### src/rtl/cec_pkg.sv
// Shared types, constants and tables of the calendar and epoch-seconds converter.
package cec_pkg;

    localparam logic [31:0] SEC_PER_DAY   = 32'd86400;
    localparam logic [31:0] SEC_PER_HOUR  = 32'd3600;
    localparam logic [31:0] SEC_PER_MIN   = 32'd60;
    localparam logic [31:0] DAYS_PER_WEEK = 32'd7;
    localparam logic [31:0] DAYS_LEAP     = 32'd366;
    localparam logic [31:0] DAYS_COMMON   = 32'd365;
    localparam logic [31:0] WEEK_OFFSET   = 32'd5;

    localparam logic [4:0] MUL_LAST     = 5'd14;
    localparam logic [4:0] DAY_BIT_TOP  = 5'd15;
    localparam logic [4:0] HOUR_BIT_TOP = 5'd4;
    localparam logic [4:0] MIN_BIT_TOP  = 5'd5;
    localparam logic [4:0] WEEK_BIT_TOP = 5'd13;
    localparam logic [3:0] LAST_MONTH   = 4'd12;

    typedef enum logic [1:0] {
        REQ_TO_SECONDS  = 2'd0,
        REQ_TO_FIELDS   = 2'd1,
        REQ_ADD_SECONDS = 2'd2,
        REQ_NONE        = 2'd3
    } t_req_code;

    typedef struct packed {
        logic [1:0]  req_type;
        logic [5:0]  in_second;
        logic [5:0]  in_minute;
        logic [4:0]  in_hour;
        logic [4:0]  in_day_of_month;
        logic [3:0]  in_month;
        logic [7:0]  in_year;
        logic [31:0] in_seconds;
    } t_cec_req;

    typedef struct packed {
        logic [31:0] out_epoch_seconds;
        logic [5:0]  out_second;
        logic [5:0]  out_minute;
        logic [4:0]  out_hour;
        logic [2:0]  out_weekday;
        logic [4:0]  out_day_of_month;
        logic [3:0]  out_month;
        logic [7:0]  out_year;
    } t_cec_rsp;

    typedef struct packed {
        logic     done;
        t_cec_rsp rsp;
    } t_cec_result;

    typedef enum logic [3:0] {
        S_IDLE,
        S_E_DOM,
        S_E_YEAR,
        S_E_MONTH,
        S_E_MUL,
        S_D_DAY,
        S_D_HOUR,
        S_D_MIN,
        S_D_WOFF,
        S_D_WMOD,
        S_D_YEAR,
        S_D_MONTH,
        S_DONE
    } t_cec_state;

    typedef enum logic [2:0] {
        SRC_DAYS,
        SRC_HOUR,
        SRC_MIN,
        SRC_SEC,
        SRC_ADD
    } t_mul_src;

    typedef struct packed {
        t_mul_src   src;
        logic [4:0] shift;
    } t_mul_term;

    // seconds = days*86400 + hour*3600 + minute*60 + second (+ added seconds)
    function automatic t_mul_term mul_term(input logic [4:0] k);
        t_mul_term t;
        case (k)
            5'd0:    t = '{SRC_DAYS, 5'd16};
            5'd1:    t = '{SRC_DAYS, 5'd14};
            5'd2:    t = '{SRC_DAYS, 5'd12};
            5'd3:    t = '{SRC_DAYS, 5'd8};
            5'd4:    t = '{SRC_DAYS, 5'd7};
            5'd5:    t = '{SRC_HOUR, 5'd11};
            5'd6:    t = '{SRC_HOUR, 5'd10};
            5'd7:    t = '{SRC_HOUR, 5'd9};
            5'd8:    t = '{SRC_HOUR, 5'd4};
            5'd9:    t = '{SRC_MIN, 5'd5};
            5'd10:   t = '{SRC_MIN, 5'd4};
            5'd11:   t = '{SRC_MIN, 5'd3};
            5'd12:   t = '{SRC_MIN, 5'd2};
            5'd13:   t = '{SRC_SEC, 5'd0};
            default: t = '{SRC_ADD, 5'd0};
        endcase
        return t;
    endfunction

    function automatic logic [4:0] month_days(input logic [3:0] mon, input logic [7:0] year);
        logic [4:0] d;
        case (mon)
            4'd1, 4'd3, 4'd5, 4'd7, 4'd8, 4'd10, 4'd12: d = 5'd31;
            4'd4, 4'd6, 4'd9, 4'd11:                      d = 5'd30;
            4'd2:                                         d = (year[1:0] == 2'd0) ? 5'd29 : 5'd28;
            default:                                      d = 5'd0;
        endcase
        return d;
    endfunction

endpackage

### src/rtl/cec_addsub.sv
// Shared 32-bit add, subtract and compare unit.
module cec_addsub import cec_pkg::*; (
    input  logic [31:0] i_a,
    input  logic [31:0] i_b,
    input  logic        i_sub,
    output logic [31:0] o_sum,
    output logic        o_borrow
);

    logic [32:0] w_full;

    assign w_full   = {1'b0, i_a} + {1'b0, (i_sub ? ~i_b : i_b)} + {32'd0, i_sub};
    assign o_sum    = w_full[31:0];
    assign o_borrow = i_sub & ~w_full[32];

endmodule

### src/rtl/cec_engine.sv
// Sequencer and working registers that drive the shared add/subtract unit.
module cec_engine import cec_pkg::*; (
    input  logic        i_clk,
    input  logic        i_rst_n,
    input  logic        i_take,
    input  t_cec_req    i_req,
    output logic        o_busy,
    output t_cec_result o_result
);

    t_cec_state  r_state, n_state;
    logic [1:0]  r_req, n_req;
    logic [5:0]  r_in_sec, n_in_sec;
    logic [5:0]  r_in_min, n_in_min;
    logic [4:0]  r_in_hour, n_in_hour;
    logic [4:0]  r_in_dom, n_in_dom;
    logic [3:0]  r_in_mon, n_in_mon;
    logic [7:0]  r_in_year, n_in_year;
    logic [31:0] r_add, n_add;
    logic [31:0] r_acc, n_acc;
    logic [31:0] r_days, n_days;
    logic [31:0] r_secs, n_secs;
    logic [4:0]  r_k, n_k;
    logic [7:0]  r_cnt, n_cnt;
    logic [3:0]  r_mon, n_mon;
    logic [5:0]  r_out_sec, n_out_sec;
    logic [5:0]  r_out_min, n_out_min;
    logic [4:0]  r_out_hour, n_out_hour;

    logic [31:0] op_a, op_b, w_sum, w_src;
    logic        op_sub, w_borrow;
    t_mul_term   w_term;

    cec_addsub u_addsub (
        .i_a      (op_a),
        .i_b      (op_b),
        .i_sub    (op_sub),
        .o_sum    (w_sum),
        .o_borrow (w_borrow)
    );

    always_ff @(posedge i_clk) begin
        if (!i_rst_n) begin
            r_state <= S_IDLE;
        end else begin
            r_state <= n_state;
        end
        r_req      <= n_req;
        r_in_sec   <= n_in_sec;
        r_in_min   <= n_in_min;
        r_in_hour  <= n_in_hour;
        r_in_dom   <= n_in_dom;
        r_in_mon   <= n_in_mon;
        r_in_year  <= n_in_year;
        r_add      <= n_add;
        r_acc      <= n_acc;
        r_days     <= n_days;
        r_secs     <= n_secs;
        r_k        <= n_k;
        r_cnt      <= n_cnt;
        r_mon      <= n_mon;
        r_out_sec  <= n_out_sec;
        r_out_min  <= n_out_min;
        r_out_hour <= n_out_hour;
    end

    always_comb begin
        w_term = mul_term(r_k);
        case (w_term.src)
            SRC_DAYS: w_src = r_days;
            SRC_HOUR: w_src = {27'd0, r_in_hour};
            SRC_MIN:  w_src = {26'd0, r_in_min};
            SRC_SEC:  w_src = {26'd0, r_in_sec};
            SRC_ADD:  w_src = (r_req == REQ_ADD_SECONDS) ? r_add : 32'd0;
            default:  w_src = 32'd0;
        endcase
    end

    always_comb begin
        n_state    = r_state;
        n_req      = r_req;
        n_in_sec   = r_in_sec;
        n_in_min   = r_in_min;
        n_in_hour  = r_in_hour;
        n_in_dom   = r_in_dom;
        n_in_mon   = r_in_mon;
        n_in_year  = r_in_year;
        n_add      = r_add;
        n_acc      = r_acc;
        n_days     = r_days;
        n_secs     = r_secs;
        n_k        = r_k;
        n_cnt      = r_cnt;
        n_mon      = r_mon;
        n_out_sec  = r_out_sec;
        n_out_min  = r_out_min;
        n_out_hour = r_out_hour;
        op_a       = r_acc;
        op_b       = 32'd0;
        op_sub     = 1'b0;
        o_result   = '0;

        case (r_state)
            S_IDLE: begin
                if (i_take) begin
                    n_req     = i_req.req_type;
                    n_in_sec  = i_req.in_second;
                    n_in_min  = i_req.in_minute;
                    n_in_hour = i_req.in_hour;
                    n_in_dom  = i_req.in_day_of_month;
                    n_in_mon  = i_req.in_month;
                    n_in_year = i_req.in_year;
                    n_add     = i_req.in_seconds;
                    case (i_req.req_type)
                        REQ_TO_SECONDS, REQ_ADD_SECONDS: begin
                            n_acc   = 32'hFFFF_FFFF;
                            n_state = S_E_DOM;
                        end
                        REQ_TO_FIELDS: begin
                            n_acc      = i_req.in_seconds;
                            n_secs     = i_req.in_seconds;
                            n_days     = 32'd0;
                            n_out_hour = 5'd0;
                            n_out_min  = 6'd0;
                            n_k        = DAY_BIT_TOP;
                            n_state    = S_D_DAY;
                        end
                        default: begin
                            n_state = S_IDLE;
                        end
                    endcase
                end
            end
            S_E_DOM: begin
                op_b    = {27'd0, r_in_dom};
                n_acc   = w_sum;
                n_cnt   = 8'd0;
                n_state = S_E_YEAR;
            end
            S_E_YEAR: begin
                op_b = (r_cnt[1:0] == 2'd0) ? DAYS_LEAP : DAYS_COMMON;
                if (r_cnt == r_in_year) begin
                    n_mon   = 4'd1;
                    n_state = S_E_MONTH;
                end else begin
                    n_acc = w_sum;
                    n_cnt = r_cnt + 8'd1;
                end
            end
            S_E_MONTH: begin
                op_b = {27'd0, month_days(r_mon, r_in_year)};
                if (r_mon >= r_in_mon) begin
                    n_days  = r_acc;
                    n_acc   = 32'd0;
                    n_k     = 5'd0;
                    n_state = S_E_MUL;
                end else begin
                    n_acc = w_sum;
                    n_mon = r_mon + 4'd1;
                end
            end
            S_E_MUL: begin
                op_b  = w_src << w_term.shift;
                n_acc = w_sum;
                n_k   = r_k + 5'd1;
                if (r_k == MUL_LAST) begin
                    n_secs     = w_sum;
                    n_days     = 32'd0;
                    n_out_hour = 5'd0;
                    n_out_min  = 6'd0;
                    n_k        = DAY_BIT_TOP;
                    n_state    = S_D_DAY;
                end
            end
            S_D_DAY: begin
                op_b   = SEC_PER_DAY << r_k;
                op_sub = 1'b1;
                if (!w_borrow) begin
                    n_acc        = w_sum;
                    n_days[r_k]  = 1'b1;
                end
                n_k = r_k - 5'd1;
                if (r_k == 5'd0) begin
                    n_k     = HOUR_BIT_TOP;
                    n_state = S_D_HOUR;
                end
            end
            S_D_HOUR: begin
                op_b   = SEC_PER_HOUR << r_k;
                op_sub = 1'b1;
                if (!w_borrow) begin
                    n_acc                  = w_sum;
                    n_out_hour[r_k[2:0]]   = 1'b1;
                end
                n_k = r_k - 5'd1;
                if (r_k == 5'd0) begin
                    n_k     = MIN_BIT_TOP;
                    n_state = S_D_MIN;
                end
            end
            S_D_MIN: begin
                op_b   = SEC_PER_MIN << r_k;
                op_sub = 1'b1;
                if (!w_borrow) begin
                    n_acc                 = w_sum;
                    n_out_min[r_k[2:0]]   = 1'b1;
                end
                n_k = r_k - 5'd1;
                if (r_k == 5'd0) begin
                    n_state = S_D_WOFF;
                end
            end
            S_D_WOFF: begin
                n_out_sec = r_acc[5:0];
                op_a      = r_days;
                op_b      = WEEK_OFFSET;
                n_acc     = w_sum;
                n_k       = WEEK_BIT_TOP;
                n_state   = S_D_WMOD;
            end
            S_D_WMOD: begin
                op_b   = DAYS_PER_WEEK << r_k;
                op_sub = 1'b1;
                if (!w_borrow) begin
                    n_acc = w_sum;
                end
                n_k = r_k - 5'd1;
                if (r_k == 5'd0) begin
                    n_cnt   = 8'd0;
                    n_state = S_D_YEAR;
                end
            end
            S_D_YEAR: begin
                op_a   = r_days;
                op_b   = (r_cnt[1:0] == 2'd0) ? DAYS_LEAP : DAYS_COMMON;
                op_sub = 1'b1;
                if (w_borrow) begin
                    n_mon   = 4'd1;
                    n_state = S_D_MONTH;
                end else begin
                    n_days = w_sum;
                    n_cnt  = r_cnt + 8'd1;
                end
            end
            S_D_MONTH: begin
                op_a   = r_days;
                op_b   = {27'd0, month_days(r_mon, r_cnt)};
                op_sub = 1'b1;
                if (r_mon == LAST_MONTH || w_borrow) begin
                    n_state = S_DONE;
                end else begin
                    n_days = w_sum;
                    n_mon  = r_mon + 4'd1;
                end
            end
            S_DONE: begin
                o_result.done                  = 1'b1;
                o_result.rsp.out_epoch_seconds = r_secs;
                o_result.rsp.out_second        = r_out_sec;
                o_result.rsp.out_minute        = r_out_min;
                o_result.rsp.out_hour          = r_out_hour;
                o_result.rsp.out_weekday       = r_acc[2:0] + 3'd1;
                o_result.rsp.out_day_of_month  = r_days[4:0] + 5'd1;
                o_result.rsp.out_month         = r_mon;
                o_result.rsp.out_year          = r_cnt;
                n_state                        = S_IDLE;
            end
            default: begin
                n_state = S_IDLE;
            end
        endcase
    end

    assign o_busy = (r_state != S_IDLE);

endmodule

### src/rtl/calendar_epoch_converter.sv
// Top level of the calendar and epoch-seconds converter.
// A transaction is taken when start is high and busy is low; busy then stays high until the
// result is ready; the result appears on o_result with o_strobe high for exactly one cycle,
// with no way to hold it off, and o_result then holds it until the next result. All work runs
// through one shared 32-bit add/subtract unit, one step per cycle. Seconds to fields
// (request 1) decodes days, hours and minutes bit by bit, then the weekday, then the year
// since 2000 and the month. Fields to seconds and adding seconds (requests 0 and 2) first sum
// the days of each input year and month (month 0 is taken as month 1), then run the same decode.
// The result strobe comes in the first cycle with busy low, when the next transaction may
// already be taken. Request type 3 is taken and gives no result.
module calendar_epoch_converter import cec_pkg::*; (
    input  logic     i_clk,
    input  logic     i_rst_n,
    input  logic     start,
    output logic     busy,
    input  t_cec_req i_req,
    output logic     o_strobe,
    output t_cec_rsp o_result
);

    logic        w_busy;
    logic        w_take;
    t_cec_result w_result;
    logic        r_strobe;
    t_cec_rsp    r_result;

    assign w_take = start & ~w_busy;

    cec_engine u_engine (
        .i_clk    (i_clk),
        .i_rst_n  (i_rst_n),
        .i_take   (w_take),
        .i_req    (i_req),
        .o_busy   (w_busy),
        .o_result (w_result)
    );

    always_ff @(posedge i_clk) begin
        if (!i_rst_n) begin
            r_strobe <= 1'b0;
        end else begin
            r_strobe <= w_result.done;
        end
        if (w_result.done) begin
            r_result <= w_result.rsp;
        end
    end

    assign busy     = w_busy;
    assign o_strobe = r_strobe;
    assign o_result = r_result;

endmodule

### config.mk
export PLATFORM = sky130hd
export DESIGN_NAME = calendar_epoch_converter
export DESIGN_NICKNAME = d
export VERILOG_FILES = /design/src/rtl/cec_pkg.sv /design/src/rtl/cec_addsub.sv /design/src/rtl/cec_engine.sv /design/src/rtl/calendar_epoch_converter.sv
export SDC_FILE = /design/constraint.sdc
export NUM_CORES = 1
export LEC_CHECK = 0
export ABC_CLOCK_PERIOD_IN_PS = 7790
export BUFFER_PORTS_ARGS = -buffer_cell sky130_fd_sc_hd__buf_2
export CORE_MARGIN = 3
export CORE_UTILIZATION = 50
export CTS_CLUSTER_DIAMETER = 60
export DETAILED_ROUTE_END_ITERATION = 8
export PLACE_DENSITY = 0.71
export SLEW_MARGIN = 20
export SYNTH_ARGS = -nofsm -noshare
export SYNTH_HDL_FRONTEND = slang
export SYNTH_SLANG_ARGS = --single-unit
### constraint.sdc
create_clock -name i_clk -period 7.79 [get_ports i_clk]
set_input_delay 0.779 -clock i_clk [delete_from_list [all_inputs] [get_ports i_clk]]
set_output_delay 0.779 -clock i_clk [all_outputs]
set_load 0.02 [all_outputs]
==> impl_metrics.toml <==
[status]
status = "completed"

[timing]
worst_slack_ps = 983
drv_slew = 0
clock.fmax_mhz = 147
rsz0062_at_grt = "false"
setup_tns_ps = 0
tightest_slew_ps = 1080
hold_viol = 0
hold_slack_ps = 368
setup_viol = 0
fin_skew_ps = 16.5
fin_crit_sh = 0.874
finalCriticalPeriod_ps = 6810
slew_headroom = 0.282

[placement]
dp_hpwl_um = 45800
place_inst = 2329
gp_congestion = 1.07
place.port_buffers = 141
dp_slack_ps = 1230
place_area_um2 = 19000

[floorplanning]
die_h_um = 194
fp.dieW_um = 194
core_um2 = 34700
ioPinCount = 142
die-area_um2 = 37700
initial_core_util = 0.510
num_rows = 68

[power]
pwr-share-comb = 0.548
seq_power_share = 0.280
p_leak_nw = 7.58
clock_power_share = 0.173
vdd_drop_max_uv = 276
p_sw_frac = 0.468
p_sw_mw = 4.53
p_int_mw = 5.15
p_per_area_nw_per_um2 = 481
power_mw = 9.68

[grt]
grt_overflow_total = 0
grt_antenna_before_repair = 3
grt_pass1_vias = 14500
grt_pass1_wl_um = 92300
track_usage = 0.315
grt_start_max_net_pins = 95

[routing]
drt_pre_antenna_iters = 5
wl_um = 61700
wire_per_inst_um = 25.8
drc = 0
vias = 15600
drtIter0Drc = 2012
vias_per_cell = 6.55
ant_nets = 0

[synthesis]
ys_warn_count = 0
post-synth-top-area-fraction = 0.453
synth_seq_cells = 280
synth_edf_count = 267
ys_types = 88
synth_area_leaders = "edfxtp_1 45%, nand2_1 4.0%, a21oi_1 3.9%, nor2_1 3.9%, ha_1 3.7%"
synth_ff_type = "edfxtp_1"
synth_most_common_cell = "edfxtp_1"
async_flop_share = 0
yosysSeqAreaShare = 0.468
synth.avg_cell_area_um2 = 9.77
synth_largest_area_cell = "edfxtp_1"
synth_area_um2 = 17700
syn_nets = 1934
netlist_instances = 1810
ys_top_cells_by_count = "267 x edfxtp_1, 189 x nand2_1, 184 x nor2_1"

[critical_path]
required_ps = 8050
arrival_ps = 7070
worstSetupPathType = "reg -> reg"
cp-start-kind = "flip-flop"
cp_max_fo = 39
cp-end-kind = "flip-flop"
rrSetupSlack_ps = 980

[cts]
cts.clk_slew.worst_paths_ps = 60
cts_hold_buffers = 0
h-tree-depth = 1
cts_tree = "done"
clock_latency_ps = 590
cts-root-buf = "clkbuf_16"
cts_sinks = 280
cts_buffer_depth = 3
cts_made_buffers = 31
ctsResizeCount = 0
cts_setup_buffers = 0

[layout]
syn_to_final_growth_pct = 13.8
design_area_um2 = 20100
final_cells = 2389
drive_gt1_frac = 0.170
final_nets = 2031
postLayoutCoreUtil = 0.580
n_fill_cell = 3028

[worst_hold_path]
min_path_type = "in -> reg"

[run]
max_cap_viol_count = 0
worst paths after layout:
check	startpoint	endpoint	cells past startpoint
max	u_engine.r_k[4]$_DFFE_PP_	u_engine.r_days[3]$_DFFE_PP_	19
min reg2reg	u_engine.r_secs[21]$_DFFE_PP_	o_result[58]$_SDFFCE_PN0P_	1
min	i_req[44]	u_engine.r_in_dom[0]$_DFFE_PP_	1
max reg2reg	u_engine.r_k[4]$_DFFE_PP_	u_engine.r_days[3]$_DFFE_PP_	19
critical path: stages, from the launching register on:
cell	delay, ps
edfxtp_1	380
buf_4	290
nor2_1	470
nand2_1	540
o22ai_1	710
nor2_1	90
o32ai_1	650
or2_2	220
a21oi_1	80
o21ai_0	370
ha_1	320
and3_1	250
and3_1	180
o211ai_1	230
a21bo_2	340
o31ai_1	270
buf_4	240
o21ai_0	160
a211oi_4	330
buf_12	280
sequential cells by signal, summed over array words and instances, names as in the netlist, named ones only:
name and flops:
u_engine.r_acc 32, u_engine.r_add 32, u_engine.r_in_sec 6, u_engine.r_req 2, u_engine.r_state 4, u_engine.r_mon 4, u_engine.r_out_sec 6, u_engine.r_in_year 8
u_engine.r_in_min 6, u_engine.r_in_dom 5, o_result 69, u_engine.r_in_mon 4, u_engine.r_days 32, u_engine.r_secs 32, o_strobe 1, u_engine.r_out_hour 5
u_engine.r_in_hour 5, u_engine.r_cnt 8, u_engine.r_k 5, u_engine.r_out_min 6
cell usage in the layout, fill, tap and decap left out, types with 38 or more instances in the layout:
master,n
edfxtp_1,267
nand2_1,187
nor2_1,183
buf_2,141
a21oi_1,139
o21ai_0,122
and2_1,67
mux2i_1,62
o22ai_1,56
ha_1,52
buf_4,50
mux2_2,41
xnor2_1,38
metal layers:
metal  wire, um  track usage  vias up
met3       6040       0.0460      125
met2      27200        0.482      929
met4       1750       0.0891        2
met5         16            0        -
li1           -            -     7006
met1      26700        0.470     7579
final cells by class:
type                            instances  area [um2]  area share
Inverter                               28         108     0.00534
Timing Repair Buffer                  193        1120      0.0557
Multi-Input combinational cell       1373        8880       0.441
Tap cell                              455         569      0.0283
Sequential cell                       280        8280       0.411
Antenna cell                            2        5.00    0.000249
Clock inverter                         26         399      0.0198
Clock buffer                           32         779      0.0387
kinds of logic (layout without fill, tap and decap cells):
family                   Yosys count  in the layout  share of synthesized area
adder cells (fa/ha/maj)           54             54                     0.0385
multiplexers                     109            109                     0.0688
flip-flops                       280            280                      0.468
other                              0              2                          0
AND/OR/NAND/NOR                  602            602                      0.160
buffers and inverters            157            279                     0.0353
AO/OA/AOI/OAI                    552            552                      0.201
XOR/XNOR                          56             56                     0.0281
power by group through the flow:
stage          combinational, mW  clock [mW]  sequential (mW)
2_1_floorplan               3.57           0             2.56
3_3_place_gp                5.11           0             2.71
3_5_place_dp                5.14           0             2.72
4_1_cts                     5.17        1.69             2.69
5_1_grt                     5.68        1.76             2.75
6_report                    5.30        1.67             2.71
No activity file was read; power rests on OpenSTA's default activity.
